===== config.mk =====
export PLATFORM = sky130hd
export DESIGN_NAME = down_counter_frequency_calibrator
export DESIGN_NICKNAME = d
export VERILOG_FILES = /design/src/dcfc_pkg.sv /design/src/down_counter_frequency_calibrator.sv
export VERILOG_INCLUDE_DIRS = /design/src /design/src/src
export SDC_FILE = /design/constraint.sdc
export NUM_CORES = 1
export LEC_CHECK = 0
export ABC_AREA = 1
export BUFFER_PORTS_ARGS = -buffer_cell sky130_fd_sc_hd__buf_4
export CAP_MARGIN = 25
export CORE_MARGIN = 3
export CORE_UTILIZATION = 30
export DETAILED_ROUTE_END_ITERATION = 10
export MAX_ROUTING_LAYER = met4
export PLACE_DENSITY_LB_ADDON = 0.2
export SLEW_MARGIN = 10
export SYNTH_ARGS = -nofsm -noshare
export SYNTH_HDL_FRONTEND = slang
export SYNTH_SLANG_ARGS = --single-unit

===== constraint.sdc =====
create_clock -name clk -period 9.5 [get_ports clk]
set_input_delay 1.9 -clock clk [delete_from_list [all_inputs] [get_ports clk]]
set_output_delay 1.9 -clock clk [all_outputs]
set_load 0.02 [all_outputs]

===== src/down_counter_frequency_calibrator_macros.svh =====
// Assertion macros used by the calibrator module.
`ifndef DOWN_COUNTER_FREQUENCY_CALIBRATOR_MACROS_SVH
`define DOWN_COUNTER_FREQUENCY_CALIBRATOR_MACROS_SVH

`ifndef ASSERT_OFF
// Check an implication on every clock edge outside reset.
`define DCFC_ASSERT(label, prop, msg) \
    label: assert property (@(posedge clk) disable iff (!rst_n) prop) else $error(msg);
// Check that a condition never holds.
`define DCFC_NEVER(label, cond, msg) \
    label: assert property (@(posedge clk) disable iff (!rst_n) !(cond)) else $error(msg);
`else
`define DCFC_ASSERT(label, prop, msg)
`define DCFC_NEVER(label, cond, msg)
`endif

`endif


===== src/dcfc_pkg.sv =====
package dcfc_pkg;

    localparam int unsigned CNT_W = 64;
    localparam int unsigned REG_W = 32;

    // Windows tried before giving up on a counter that never decreases
    localparam logic [2:0] MAX_TRIES = 3'd5;

    typedef enum logic [1:0] {
        STATUS_OK       = 2'd0,
        STATUS_REFUSED  = 2'd1,
        STATUS_NO_DECR  = 2'd2
    } status_t;

    typedef enum logic {
        MODE_START = 1'b0,
        MODE_TICK  = 1'b1
    } mode_t;

    typedef enum logic [1:0] {
        REG_ENABLED   = 2'd0,
        REG_TICK_FREQ = 2'd1,
        REG_WINDOW    = 2'd2,
        REG_PRESCALE  = 2'd3
    } reg_idx_t;

    localparam logic [REG_W-1:0] TICK_FREQ_RST = 32'd1000;
    localparam logic [REG_W-1:0] WINDOW_RST    = 32'd10;
    localparam logic [REG_W-1:0] PRESCALE_RST  = 32'd1;

endpackage


===== src/down_counter_frequency_calibrator.sv =====
// Down-counter frequency calibrator. Send a start word (s_tuser = 0) carrying
// the counter reading to open a window, then one tick word (s_tuser = 1) per
// reference tick carrying the reading at that tick. Once window_ticks ticks
// have gone by and the counter has decreased, one result word gives
// (start - end) * prescale_divider * tick_frequency, modulo 2^64, divided by
// the ticks elapsed, with status 0. A window without a decrease reopens from
// the latest reading, up to five windows, then a result with status 2 ends
// the run. A start while disabled, or with window_ticks or prescale_divider
// at zero, answers at once with status 1; a start while busy drops the run.
// Ticks while idle are dropped. The tick that closes a successful window
// runs two shift-add multiplies and a restoring divide, all through one
// shared 64-bit adder; s_tready stays low meanwhile. The result sits in an
// output register, and s_tready also stays low while that result waits
// for m_tready; the next word can be taken at the edge where it leaves.
`include "down_counter_frequency_calibrator_macros.svh"

module down_counter_frequency_calibrator
    import dcfc_pkg::*;
(
    input  logic                 clk,
    input  logic                 rst_n,
    // input stream
    input  logic                 s_tvalid,
    output logic                 s_tready,
    input  logic [63:0]          s_tdata,   // [63:0] count_value
    input  logic [0:0]           s_tuser,   // [0] mode
    // result stream
    output logic                 m_tvalid,
    input  logic                 m_tready,
    output logic [63:0]          m_tdata,   // [63:0] frequency
    output logic [1:0]           m_tuser,   // [1:0] status
    // configuration
    input  logic                 psel,
    input  logic                 penable,
    input  logic                 pwrite,
    input  logic [3:0]           paddr,
    input  logic [31:0]          pwdata,
    output logic [31:0]          prdata,
    output logic                 pready
);

    typedef enum logic [1:0] {
        ST_IDLE,
        ST_MUL_PRE,
        ST_MUL_FREQ,
        ST_DIV
    } state_t;

    // control state
    state_t             state_reg, state_next;
    logic               busy_reg, busy_next;
    logic [2:0]         try_reg, try_next;
    logic [REG_W-1:0]   ticks_reg, ticks_next;
    logic [5:0]         step_reg, step_next;
    logic               out_valid_reg, out_valid_next;

    // configuration registers
    logic               enabled_reg;
    logic [REG_W-1:0]   tick_freq_reg;
    logic [REG_W-1:0]   window_reg;
    logic [REG_W-1:0]   prescale_reg;

    // datapath
    logic [CNT_W-1:0]   start_reg, start_next;
    logic [CNT_W-1:0]   mcand_reg, mcand_next;
    logic [REG_W-1:0]   mplier_reg, mplier_next;
    logic [CNT_W-1:0]   acc_reg, acc_next;
    logic [REG_W-1:0]   rem_reg, rem_next;
    logic [CNT_W-1:0]   freq_reg, freq_next;
    status_t            status_reg, status_next;

    // shared adder
    logic [CNT_W-1:0]   alu_a, alu_b;
    logic               alu_cin;
    logic [CNT_W:0]     alu_sum;
    logic [REG_W:0]     rem_sh;
    logic               div_ge;

    logic               in_accept, out_free, cfg_write;
    logic [CNT_W-1:0]   count_in;
    logic [REG_W-1:0]   ticks_inc;
    logic [2:0]         try_inc;

    assign count_in  = s_tdata;
    assign out_free  = !out_valid_reg || m_tready;
    assign s_tready  = (state_reg == ST_IDLE) && out_free;
    assign in_accept = s_tvalid && s_tready;

    assign m_tvalid  = out_valid_reg;
    assign m_tdata   = freq_reg;
    assign m_tuser   = status_reg;

    assign pready    = 1'b1;
    assign cfg_write = psel && penable && pwrite && pready;

    always_comb
    begin
        unique case (reg_idx_t'(paddr[3:2]))
            REG_ENABLED:   prdata = {31'd0, enabled_reg};
            REG_TICK_FREQ: prdata = tick_freq_reg;
            REG_WINDOW:    prdata = window_reg;
            REG_PRESCALE:  prdata = prescale_reg;
            default:       prdata = '0;
        endcase
    end

    // Multiply: shift the accumulator left and add the multiplicand on a set
    // multiplier bit. Divide: shift the next dividend bit into the remainder
    // and subtract the tick count; the carry out says the subtract fits.
    assign rem_sh = {rem_reg, acc_reg[CNT_W-1]};

    always_comb
    begin
        if (state_reg == ST_DIV)
        begin
            alu_a   = {{(CNT_W-REG_W-1){1'b0}}, rem_sh};
            alu_b   = ~{{(CNT_W-REG_W){1'b0}}, ticks_reg};
            alu_cin = 1'b1;
        end
        else
        begin
            alu_a   = {acc_reg[CNT_W-2:0], 1'b0};
            alu_b   = mplier_reg[REG_W-1] ? mcand_reg : '0;
            alu_cin = 1'b0;
        end
    end

    assign alu_sum = {1'b0, alu_a} + {1'b0, alu_b} + {{CNT_W{1'b0}}, alu_cin};
    assign div_ge  = alu_sum[CNT_W];

    assign ticks_inc = ticks_reg + 32'd1;
    assign try_inc   = try_reg + 3'd1;

    always_comb
    begin
        state_next     = state_reg;
        busy_next      = busy_reg;
        try_next       = try_reg;
        ticks_next     = ticks_reg;
        step_next      = step_reg;
        out_valid_next = out_valid_reg && !m_tready;
        start_next     = start_reg;
        mcand_next     = mcand_reg;
        mplier_next    = mplier_reg;
        acc_next       = acc_reg;
        rem_next       = rem_reg;
        freq_next      = freq_reg;
        status_next    = status_reg;

        unique case (state_reg)
            ST_IDLE:
            begin
                if (in_accept)
                begin
                    if (mode_t'(s_tuser[0]) == MODE_START)
                    begin
                        busy_next = 1'b0;
                        if (!enabled_reg || window_reg == '0 || prescale_reg == '0)
                        begin
                            out_valid_next = 1'b1;
                            freq_next      = '0;
                            status_next    = STATUS_REFUSED;
                        end
                        else
                        begin
                            busy_next  = 1'b1;
                            start_next = count_in;
                            ticks_next = '0;
                            try_next   = '0;
                        end
                    end
                    else if (busy_reg)
                    begin
                        ticks_next = ticks_inc;
                        if (ticks_inc >= window_reg)
                        begin
                            try_next = try_inc;
                            if (start_reg > count_in)
                            begin
                                // counter moved: compute the frequency
                                busy_next   = 1'b0;
                                mcand_next  = start_reg - count_in;
                                mplier_next = prescale_reg;
                                acc_next    = '0;
                                step_next   = 6'd31;
                                state_next  = ST_MUL_PRE;
                            end
                            else if (try_inc >= MAX_TRIES)
                            begin
                                busy_next      = 1'b0;
                                out_valid_next = 1'b1;
                                freq_next      = '0;
                                status_next    = STATUS_NO_DECR;
                            end
                            else
                            begin
                                // reopen the window from this reading
                                start_next = count_in;
                                ticks_next = '0;
                            end
                        end
                    end
                end
            end
            ST_MUL_PRE:
            begin
                acc_next    = alu_sum[CNT_W-1:0];
                mplier_next = {mplier_reg[REG_W-2:0], 1'b0};
                step_next   = step_reg - 6'd1;
                if (step_reg == '0)
                begin
                    mcand_next  = alu_sum[CNT_W-1:0];
                    mplier_next = tick_freq_reg;
                    acc_next    = '0;
                    step_next   = 6'd31;
                    state_next  = ST_MUL_FREQ;
                end
            end
            ST_MUL_FREQ:
            begin
                acc_next    = alu_sum[CNT_W-1:0];
                mplier_next = {mplier_reg[REG_W-2:0], 1'b0};
                step_next   = step_reg - 6'd1;
                if (step_reg == '0)
                begin
                    rem_next   = '0;
                    step_next  = 6'd63;
                    state_next = ST_DIV;
                end
            end
            ST_DIV:
            begin
                rem_next  = div_ge ? alu_sum[REG_W-1:0] : rem_sh[REG_W-1:0];
                acc_next  = {acc_reg[CNT_W-2:0], div_ge};
                step_next = step_reg - 6'd1;
                if (step_reg == '0)
                begin
                    out_valid_next = 1'b1;
                    freq_next      = {acc_reg[CNT_W-2:0], div_ge};
                    status_next    = STATUS_OK;
                    state_next     = ST_IDLE;
                end
            end
            default:
            begin
                state_next = ST_IDLE;
            end
        endcase
    end

    always_ff @(posedge clk or negedge rst_n)
    begin
        if (!rst_n)
        begin
            state_reg     <= ST_IDLE;
            busy_reg      <= 1'b0;
            try_reg       <= '0;
            ticks_reg     <= '0;
            step_reg      <= '0;
            out_valid_reg <= 1'b0;
            start_reg     <= '0;
            enabled_reg   <= 1'b0;
            tick_freq_reg <= TICK_FREQ_RST;
            window_reg    <= WINDOW_RST;
            prescale_reg  <= PRESCALE_RST;
        end
        else
        begin
            state_reg     <= state_next;
            busy_reg      <= busy_next;
            try_reg       <= try_next;
            ticks_reg     <= ticks_next;
            step_reg      <= step_next;
            out_valid_reg <= out_valid_next;
            start_reg     <= start_next;
            if (cfg_write)
            begin
                unique case (reg_idx_t'(paddr[3:2]))
                    REG_ENABLED:   enabled_reg   <= pwdata[0];
                    REG_TICK_FREQ: tick_freq_reg <= pwdata;
                    REG_WINDOW:    window_reg    <= pwdata;
                    REG_PRESCALE:  prescale_reg  <= pwdata;
                    default:       enabled_reg   <= enabled_reg;
                endcase
            end
        end
    end

    // payload: no reset needed
    always_ff @(posedge clk)
    begin
        mcand_reg  <= mcand_next;
        mplier_reg <= mplier_next;
        acc_reg    <= acc_next;
        rem_reg    <= rem_next;
        freq_reg   <= freq_next;
        status_reg <= status_next;
    end

    // the divide always ends in a waiting result
    `DCFC_ASSERT(a_div_done_emits,
        (state_reg == ST_DIV && step_reg == 6'd0) |=> m_tvalid,
        "divide finished without a result")
    // an error result never carries a frequency
    `DCFC_ASSERT(a_err_zero_freq,
        (m_tvalid && m_tuser != STATUS_OK) |-> (m_tdata == '0),
        "error result with nonzero frequency")
    // no window stays open while the arithmetic runs
    `DCFC_NEVER(a_no_busy_in_calc,
        (state_reg != ST_IDLE) && busy_reg,
        "window open during calculation")
    // retries never run past the limit
    `DCFC_NEVER(a_try_bound,
        busy_reg && (try_reg >= MAX_TRIES),
        "retry count past limit while busy")

endmodule


==> results.toml <==
[cts]
cts.clk_slew.worst_paths_ps = 60
post-cts-setup-buffers = 0
insertion_delay_ps = 670
root_buffer = "clkbuf_16"
htreeDepth = 2
cts_buffers = 57
cts_buffer_depth = 3
cts_tree = "built"
ctsHoldBuffers = 0
cts_resized = 0
cts_sinks = 464

[logic_synthesis]
ys_types = 57
synth_top_cell_by_area = "edfxtp_1"
syn_area_sq_um = 32200
synth.net_count = 4589
async_flop_share_pct = 44.4
synthFlopType = "edfxtp_1"
synth.avg_cell_area_sq_um = 7.47
synth_top_cell_area_share_pct = 24.1
synth_edf_count = 258
ys_top_cells_by_area = "edfxtp_1, dfrtp_1, nand2_1"
netlist_instances = 4311
synth-seq-cells = 464
yosys_warnings = 0
yosysSeqAreaShare_pct = 40.1

[finish]
utilization_pct = 35.1
layout_commonest_cell = "nand2_1"
fillers = 11400
final_layout_size_suffix_gt1_share_pct = 11.1
diodes = 0
final_cell_area_sq_um = 37200
final_cell_mix = "nand2_1, inv_1, nor2_1"
finalNetCount = 4754
stdcell_count = 5914
syn2layout_area_growth_pct = 15.5

[grt]
antenna_found_initial = 2
grt_start_max_net_pins = 134
overflow = 0
grt_usage_pct = 21.6
grt_pass1_vias = 28100
grt_pass1_wl_um = 179000

[pwr]
peakVddDrop_uv = 157
leakagePower_nw = 17.3
cellPowerDensity_nw_per_um2 = 410

[routing]
drt_first_pass_iters = 6
drtIter0Drc = 2537
viasPerCell = 5.04
ant_nets = 0
drc_errors = 0
via_count = 29800
routedWlPerCell_um = 20.4
wl_um = 121000

[sta]
fin_setup_tns_ps = 0
max_slew_margin_pct = 31.3
setup_viol = 0
fin_hold_ws_ps = 479
clock_skew_ps = 38.2
min_period_over_period_pct = 61.2
hold_violations = 0
fmax_mhz = 172
slew_viol_final = 0
rsz0062_at_grt = "false"
min_period_ps = 5820
tightest_slew_ps = 1030

[place]
dpl-instance-area_sq_um = 35200
port_buffers = 205
place_hpwl_um = 94300
dp.cells = 5808
globalplace.congestion = 0.991

[critical_path]
arrival_ps = 6150
cp-start-kind = "flip-flop"
critical_path.endpoint_type = "flip-flop"
critPathKind = "flip-flop to flip-flop"
required_ps = 9830
crit_fanout = 45

[floorplan]
die_height_um = 334
num_rows = 119
die_area_sq_um = 111000
core_area_sq_um = 106000
io_pins = 209
die_w_um = 334
start_util_pct = 30.4

[run_status]
status = "finished, final reports clean"

[run]
max_cap_viol_count = 0

[hold_path]
holdCritPathClass = "flip-flop to flip-flop"
synth_stat cells, drive strengths merged, types with 44 or more instances:
| library cell | count |
|---|---|
| nor3 | 44 |
| a21oi | 363 |
| edfxtp | 258 |
| inv | 612 |
| nand4 | 52 |
| clkbuf | 91 |
| dfrtp | 197 |
| nor2 | 395 |
| o21ai | 346 |
| nand2 | 1180 |
| ha | 167 |
| xor2 | 52 |
| nand3 | 214 |
area by class of cell:
cell class	count	area [sq um]	share of cell area [%]
Clock inverter	28	362	0.972
Tap cell	1391	1740	4.68
Timing Repair Buffer	232	1770	4.77
Inverter	613	2300	6.19
Multi-Input combinational cell	3108	16500	44.4
Clock buffer	78	1600	4.30
Sequential cell	464	12900	34.7
kinds of logic after synthesis:
logic type | count (synthesis) | synth area share (%)
compound gates | 885 | 15.5
mux | 32 | 1.11
buf+inv | 739 | 8.93
other cells | 1 | 0.0116
simple gates | 1952 | 25.8
fa+ha+maj | 170 | 6.67
flops | 464 | 40.1
xor+xnor | 68 | 1.85
final timing paths:
check | cells past startpoint | end | slack [ps] | from
max reg2reg | 21 | rem_reg[31] | 3680 | state_reg[0]
max | 21 | rem_reg[31] | 3680 | state_reg[0]
min in group asynchronous | 1 | window_reg[9] | 1220 | rst_n
min reg2reg | 2 | start_reg[0] | 480 | start_reg[0]
min | 2 | start_reg[0] | 480 | start_reg[0]
max in group asynchronous | 2 | start_reg[58] | 6980 | rst_n
per-stage QoR:
stage          setup slack, ps  total power, mW
6_report                  3680             15.3
5_1_grt                   3440             16.4
4_1_cts                   3760             15.2
3_5_place_dp              3790             12.8
3_3_place_gp              3550             12.8
2_1_floorplan             2710             9.50
routing by layer:
layer | share of wire (%) | up-vias | global-route usage [%]
met1 | 50 | 14300 | 31.9
met5 | 0 | - | -
li1 | - | 14600 | -
met2 | 43 | 823 | 31.8
met3 | 5.7 | 128 | 2.66
met4 | 1.9 | 0 | 4.17
worst max-delay path: stages (launching register included):
cell,delay [ps]
dfrtp_1,440
ha_4,260
inv_2,510
buf_4,560
nor2_1,80
a21oi_1,200
fa_1,200
inv_1,60
fa_1,490
nand2_1,110
nand2_1,70
o21ai_2,150
inv_1,170
a21o_1,290
nand2_1,90
nand3_1,180
nand2_1,160
nand2_2,80
nand2_4,260
nand2_4,240
nand2_4,490
a21boi_0,290
power breakdown:
group / switching [mW] / total [mW] / leakage [nW] / internal, mW
registers: 0.445 / 3.79 / 5.05 / 3.34
clock network: 0.954 / 2.30 / 0.935 / 1.35
logic: 6.53 / 9.18 / 11.3 / 2.66
total: 7.92 / 15.3 / 17.3 / 7.35
Power figures use the tool's default switching activity.
